===== src/rtl/qrs_pkg.sv =====
// Shared types and constants for the quadratic root solver pipeline.
// No dependencies; imported by every module of the block.
package qrs_pkg;

  localparam int CoefW    = 16;
  localparam int DiscW    = 34;
  localparam int RadInW   = DiscW - 1;          // non-negative discriminant
  localparam int SqrtBits = 25;                 // floor sqrt of (disc << 16)
  localparam int RadBits  = 2 * SqrtBits;
  localparam int SqrtRemW = SqrtBits + 2;
  localparam int DivBits  = 40;                 // numerator magnitude width
  localparam int DenW     = CoefW;
  localparam int NumDivs  = 4;
  localparam int ResW     = 32;

  localparam int IdxPlus  = 0;
  localparam int IdxMinus = 1;
  localparam int IdxVx    = 2;
  localparam int IdxVy    = 3;

  typedef enum logic [1:0] {
    ST_ZERO_A    = 2'd0,
    ST_TWO_ROOTS = 2'd1,
    ST_ONE_ROOT  = 2'd2,
    ST_NO_ROOT   = 2'd3
  } status_e;

  typedef struct packed {
    logic signed [CoefW-1:0] a;
    logic signed [CoefW-1:0] b;
    logic signed [DiscW-1:0] disc;
    status_e                 status;
  } sqrt_side_t;

  typedef struct packed {
    logic signed [DiscW-1:0] disc;
    status_e                 status;
    logic [NumDivs-1:0]      neg;
  } div_side_t;

endpackage


===== src/rtl/qrs_sqrt_pipe.sv =====
// Pipelined floor square root, one result bit per stage.
// Depends on qrs_pkg.
module qrs_sqrt_pipe import qrs_pkg::*; (
  input  logic                clk_i,
  input  logic                rst_ni,
  input  logic                valid_i,
  input  logic [RadInW-1:0]   rad_i,
  input  sqrt_side_t          side_i,
  output logic                valid_o,
  output logic [SqrtBits-1:0] root_o,
  output sqrt_side_t          side_o
);

  logic [SqrtBits-1:0]                valid_q;
  logic [SqrtBits-1:0][RadBits-1:0]  rad_q;
  logic [SqrtBits-1:0][SqrtBits-1:0] root_q;
  logic [SqrtBits-1:0][SqrtRemW-1:0] rem_q;
  sqrt_side_t                         side_q [SqrtBits];

  for (genvar k = 0; k < SqrtBits; k++) begin : g_stage
    logic                  vld_c;
    logic [RadBits-1:0]    rad_c;
    logic [SqrtBits-1:0]   root_c;
    logic [SqrtRemW-1:0]   rem_c;
    sqrt_side_t            side_c;
    logic [SqrtRemW+1:0]   rem_sh;
    logic [SqrtRemW+1:0]   trial;
    logic                  ge;

    if (k == 0) begin : g_first
      assign vld_c  = valid_i;
      assign rad_c  = {1'b0, rad_i, 16'd0};
      assign root_c = '0;
      assign rem_c  = '0;
      assign side_c = side_i;
    end else begin : g_next
      assign vld_c  = valid_q[k-1];
      assign rad_c  = rad_q[k-1];
      assign root_c = root_q[k-1];
      assign rem_c  = rem_q[k-1];
      assign side_c = side_q[k-1];
    end

    always_comb begin
      rem_sh = {rem_c, rad_c[RadBits-1 -: 2]};
      trial  = {2'b00, root_c, 2'b01};
      ge     = (rem_sh >= trial);
    end

    always_ff @(posedge clk_i or negedge rst_ni) begin
      if (!rst_ni) begin
        valid_q[k] <= 1'b0;
      end else begin
        valid_q[k] <= vld_c;
      end
    end

    always_ff @(posedge clk_i) begin
      rad_q[k]  <= {rad_c[RadBits-3:0], 2'b00};
      root_q[k] <= {root_c[SqrtBits-2:0], ge};
      rem_q[k]  <= ge ? SqrtRemW'(rem_sh - trial) : SqrtRemW'(rem_sh);
      side_q[k] <= side_c;
    end
  end

  assign valid_o = valid_q[SqrtBits-1];
  assign root_o  = root_q[SqrtBits-1];
  assign side_o  = side_q[SqrtBits-1];

endmodule


===== config.mk =====
export PLATFORM = sky130hd
export DESIGN_NAME = qrs_sqrt_pipe
export DESIGN_NICKNAME = d
export VERILOG_FILES = /design/src/rtl/qrs_pkg.sv /design/src/rtl/qrs_sqrt_pipe.sv
export SDC_FILE = /design/constraint.sdc
export NUM_CORES = 2
export LEC_CHECK = 0
export BUFFER_PORTS_ARGS = -buffer_cell sky130_fd_sc_hd__buf_2
export CORE_UTILIZATION = 25
export DETAILED_ROUTE_END_ITERATION = 10
export SLEW_MARGIN = 10
export SYNTH_ARGS = -nofsm -noshare
export SYNTH_HDL_FRONTEND = slang
export SYNTH_SLANG_ARGS = --single-unit

===== constraint.sdc =====
create_clock -name clk_i -period 5.7 [get_ports clk_i]
set_clock_uncertainty 0.1 [all_clocks]
set_input_delay 1.425 -clock clk_i [delete_from_list [all_inputs] [get_ports clk_i]]
set_output_delay 1.425 -clock clk_i [all_outputs]
set_load 0.02 [all_outputs]

== Yosys cells after proc, flatten, opt, wreduce, memory -nomap -nowiden ==
Memory sizes are Yosys's and may differ from the RTL's.
Index checks and enable logic that the tools add are counted.

* Add/sub/neg operators: 24
* Magnitude comparators: 25
* Multiplexer cells: 24

{| class="wikitable"
|+ Operators with widths
! kind !! number
|-
| $mux 27 || 23
|-
| $ge 29x10->1 || 1
|-
| $ge 29x11->1 || 1
|-
| $ge 29x12->1 || 1
|-
| $ge 29x13->1 || 1
|-
| $ge 29x14->1 || 1
|-
| $ge 29x15->1 || 1
|-
| $ge 29x16->1 || 1
|-
| $ge 29x17->1 || 1
|-
| $ge 29x18->1 || 1
|-
| $ge 29x19->1 || 1
|-
| $ge 29x20->1 || 1
|-
| $ge 29x21->1 || 1
|-
| $ge 29x22->1 || 1
|-
| $ge 29x23->1 || 1
|-
| $ge 29x24->1 || 1
|-
| $ge 29x25->1 || 1
|-
| $ge 29x26->1 || 1
|-
| $ge 29x3->1 || 1
|-
| $ge 29x4->1 || 1
|-
| $ge 29x5->1 || 1
|-
| $ge 29x6->1 || 1
|-
| $ge 29x7->1 || 1
|-
| $ge 29x8->1 || 1
|-
| 27 further kinds || 27
|}

* Flip-flop bits (word level): 1245
* RAM bits: 1700
* Input port bits: 104
* Output and inout bits: 94
* Logic and storage cells: 172
* Memories: 1

{| class="wikitable"
|+ Memory list
! memory !! depth !! bits a word !! read ports !! clocked after memory_dff !! write ports !! RTL line !! source
|-
| side_q || 25 || 68 || 25 || 0 || 25 || qrs_sqrt_pipe.sv:18 || <nowiki>sqrt_side_t side_q [SqrtBits];</nowiki>
|}

== Logic depth before layout (Yosys ltp) ==
* Depth in word-level cells: 2
* Gate-level depth with buffers: 13
* Mapped depth without buffers: 13

== Least setup slack after synthesis ==
Ideal clock, no wire load.

* Path kind: flip-flop to flip-flop
* Start: register rem_q (netlist bit g_stage[3].rem_c[8])
* End: register rem_q (netlist bit g_stage[4].rem_c[16])
* Library setup time: 134 ps
* Arrival: 3046 ps
* Required time: 5466 ps
* Slack: 2420 ps
* Stages on the path, launching flop included: 11
* Path buffers: 1
* Period minus slack after synthesis: 3280 ps
* Path through: dfxtp_1 or4_1 or3_1 or4_1 or4_4 nand4b_1 o21ai_1 or2_2 buf_2 nor4_1 xor2_1

* Word-level cells in the longest chain between the ends: 2
* Elaborated cells between the ends (all ways): 3
* Classes of those cells: add/sub (1); order compare (1); mux (1)

{| class="wikitable"
|+ Ends and longest elaborated chain
! element !! RTL line !! source
|-
| start, declared || qrs_sqrt_pipe.sv:17 || <nowiki>logic [SqrtBits-1:0][SqrtRemW-1:0] rem_q;</nowiki>
|-
| start signal, assigned by index || qrs_sqrt_pipe.sv:61 || <nowiki>rem_q[k] <= ge ? SqrtRemW'(rem_sh - trial) : SqrtRemW'(rem_sh);</nowiki>
|-
| $sub 27x5->27 / $ge 29x5->1 (equally long branches) || qrs_sqrt_pipe.sv:61, qrs_sqrt_pipe.sv:47 ||
|-
| $mux 27 (*) || qrs_sqrt_pipe.sv:61 ||
|}

Every way passes the cells marked *; elsewhere a longest branch is shown, timed or not.
A chain may end at the register's enable or synchronous reset.

== Worst setup path after layout ==
* Start: register rem_q (netlist bit g_stage[8].rem_c[12])
* End: register rem_q (netlist bit g_stage[9].rem_c[23])

* Word-level cells in the longest chain between the ends: 2
* Elaborated cells between the ends (all ways): 3
* Classes of those cells: add/sub (1); order compare (1); mux (1)

{| class="wikitable"
|+ Ends and longest elaborated chain
! element !! RTL line
|-
| $sub 27x10->27 / $ge 29x10->1 (equally long branches) || qrs_sqrt_pipe.sv:61, qrs_sqrt_pipe.sv:47
|-
| $mux 27 (*) || qrs_sqrt_pipe.sv:61
|}

Marks and branches as above.

==> reports/metrics.yaml <==
ir_drop_mv: 0.253
slowest_stage: "a211o_1"
nets: 7447
drt-wirelength-per-cell_um: 11.4
place_area_sq_um: 88500
avgViaCountPerCell: 3.84
start_kind: "flip-flop"
routed.top_layer: "met4"
holdWs_ps: 191
power.density_nw_per_um2: 480
wl_met1_um: 56700
clk_latency_ps: 890
avgSynthCellArea_sq_um: 12.5
cts_tree: "built"
ctsResizeCount: 0
cpMostUsedCell: "nor4_1"
h-tree-depth: 5
clk_pin_slew_ps: 60
cp_max_fo: 29
place_ws_ps: 1690
layout_setup_ws_ps: 1610
hold_path.class: "flip-flop to flip-flop"
ys_seq_elements: 2921
intPower_mw: 36.2
setup_violations: 0
async_reset_ff_share_pct: 0.856
relSlewSlack_pct: 21.6
synth_top_area_cell: "dfxtp_1"
start_util_pct: 25.1
p_clk_share_pct: 41.7
timing_max_transition_violations_final: 0
netlist_top_cells_area: "dfxtp_1 (71%), ha_1 (5.1%), xnor2_1 (2.6%), xor2_1 (2.4%), inv_1 (2.0%)"
swShare_pct: 23.7
holdBufCountCts: 0
dieHeight_um: 575
cts_buffer_depth: 4
cts_buffers: 302
drt-total-wl_um: 132000
crit_path_max_incr_delay_ps: 820
criticalPathCategory: "flip-flop to flip-flop"
yosys_most_used_dff: "dfxtp_1"
syn_to_final_growth_pct: 20.1
portBuffers: 197
firstDrtPassIters: 5
synth_edf_count: 0
synth_commonest_cells: "dfxtp_1 (2896), inv_1 (428), nand2_1 (351), ha_1 (335), nor2_1 (282)"
sequentialPowerShare_pct: 50.3
leakagePower_nw: 43.5
drt-initial-drc-count: 2046
synth-seq-area-share_pct: 71.3
synth_top_area_share_pct: 70.5
syn_inst: 6558
synth_most_common_cell: "dfxtp_1"
grt_overflow: 0
syn-cell-area_sq_um: 82200
gr-usage-all-layers_pct: 7.77
post-cts-setup-buffers: 0
fmax_mhz: 245
cp_cell_sequence: "nor3_1 -> nand2b_1 -> or3_1 -> or4_1 -> nor4_1 -> a211o_1 -> o21ai_1 -> nor4_1 -> xor2_1"
final_antenna_net_count: 0
grt_pass1_vias: 45700
cts_root_buf: "clkbuf_16"
reg2reg_slack_ps: 1610
wl_met2_um: 60900
status: "completed"
ios: 198
dr_wl_met3_um: 6600
yosys_warnings: 0
grt_setup_unrepaired: "no"
tns_ps: 0
post-route-min-period_ps: 4090
fin_area_sq_um: 98700
worstMarginPinSlew_ps: 1170
core_area_sq_um: 327000
clock-sinks: 2921
drive_above_1_share_pct: 10.9
grt_antenna_before_repair: 3
grt_max_degree: 42
crit_required_ps: 6370
cp.arrival_ps: 4750
grt_pass1_wl_um: 219000
drv_cap: 0
place_hpwl_um: 89800
drc: 0
die_w_um: 575
hold_viol_final: 0
synth_fp_nets: 7004
final_core_util_pct: 30.2
rows: 210
dieArea_sq_um: 331000
min_period_over_period_pct: 71.7
cp-end-kind: "flip-flop"
ys_types: 82
comb_power_share_pct: 8.1
power_switching_mw: 11.3
place.gp.congestion: 0.860
num_vias: 44500
through the flow:
step           std cells  power (mW)
6_report           11600        47.4
5_1_grt            11600        49.9
4_1_cts            11600        48.3
3_5_place_dp       11000        28.1
3_3_place_gp       11000        27.9
2_1_floorplan       6558        26.9
kinds of logic (layout without fill, tap and decap cells):
| family | count (synthesis) | after routing | synth area share (%) |
|---|---|---|---|
| simple gates | 1262 | 1262 | 7.68 |
| fa+ha+maj | 342 | 342 | 5.27 |
| other cells | 1 | 2 | 0.00456 |
| compound gates | 993 | 993 | 7.56 |
| buf+inv | 504 | 1181 | 2.31 |
| xor+xnor | 470 | 470 | 5.01 |
| flops | 2921 | 2921 | 71.3 |
| mux | 65 | 65 | 0.866 |
worst paths after layout:
check                                  endpoint  cells after the start                  from
min reg2reg                      side_q[0][637]                      0        side_q[0][569]
min                              side_q[0][637]                      0        side_q[0][569]
max                        g_stage[9].rem_c[23]                      9  g_stage[8].rem_c[12]
min in group asynchronous     g_stage[12].vld_c                      1                rst_ni
max in group asynchronous     g_stage[16].vld_c                      1                rst_ni
max reg2reg                g_stage[9].rem_c[23]                      9  g_stage[8].rem_c[12]
final cells by class:
type | instances | area (sq um)
diodes | 1 | 2.50
well taps | 4346 | 5440
repair buffers | 213 | 1100
clock inverters | 115 | 1680
clock buffers | 423 | 8570
inverters | 430 | 1610
multi-input cells | 3133 | 21700
flip-flops and latches | 2921 | 58600
fillers | 32600 | 228000
critical path: cells and delay by family (launching register included):
| family | cells | cell delay (ps) |
|---|---|---|
| AND/OR/NAND/NOR | 6 | 2140 |
| AO/OA/AOI/OAI | 2 | 1260 |
| flip-flops | 1 | 320 |
| XOR/XNOR | 1 | 180 |
per-layer routing:
layer / GRT usage (%) / vias to the layer above
met3: 1.97 / 426
li1: - / 22900
met4: 4.88 / 0
met5: 0 / -
met2: 13.2 / 929
met1: 8.68 / 20300
cells in the final DEF (no fill, tap or decap), types with 33 or more instances in the layout:
cell type,instances
buf_2,198
nand2b_1,51
clkbuf_1,67
nor2_1,282
a21o_1,129
ha_1,335
clkbuf_8,52
nor4_1,74
a21oi_1,265
nor2b_1,54
nand3_1,79
nand4_1,47
nor3_1,106
xor2_1,227
inv_1,428
xnor2_1,243
or3_1,43
or4_1,33
o21ai_0,278
clkbuf_16,304
o21a_1,65
clkinv_2,39
dfxtp_1,2896
mux2_2,49
nand2_1,351
state kept, by name (all words and copies together), names as in the netlist:
register        flops
root_o             25
g_stage.rem_c     599
valid_o             1
g_stage.rad_c     272
g_stage.vld_c      24
side_q           1700
g_stage.root_c    300
power by group through the flow:
| stage | combinational (mW) | sequential, mW | clock (mW) |
|---|---|---|---|
| floorplan | 3.00 | 23.9 | 0 |
| global placement | 3.70 | 24.2 | 0 |
| detailed placement | 3.80 | 24.3 | 0 |
| CTS | 3.83 | 23.9 | 20.6 |
| global route | 4.30 | 24.1 | 21.5 |
| finish | 3.82 | 23.8 | 19.8 |
No activity file was read; power rests on OpenSTA's default activity.
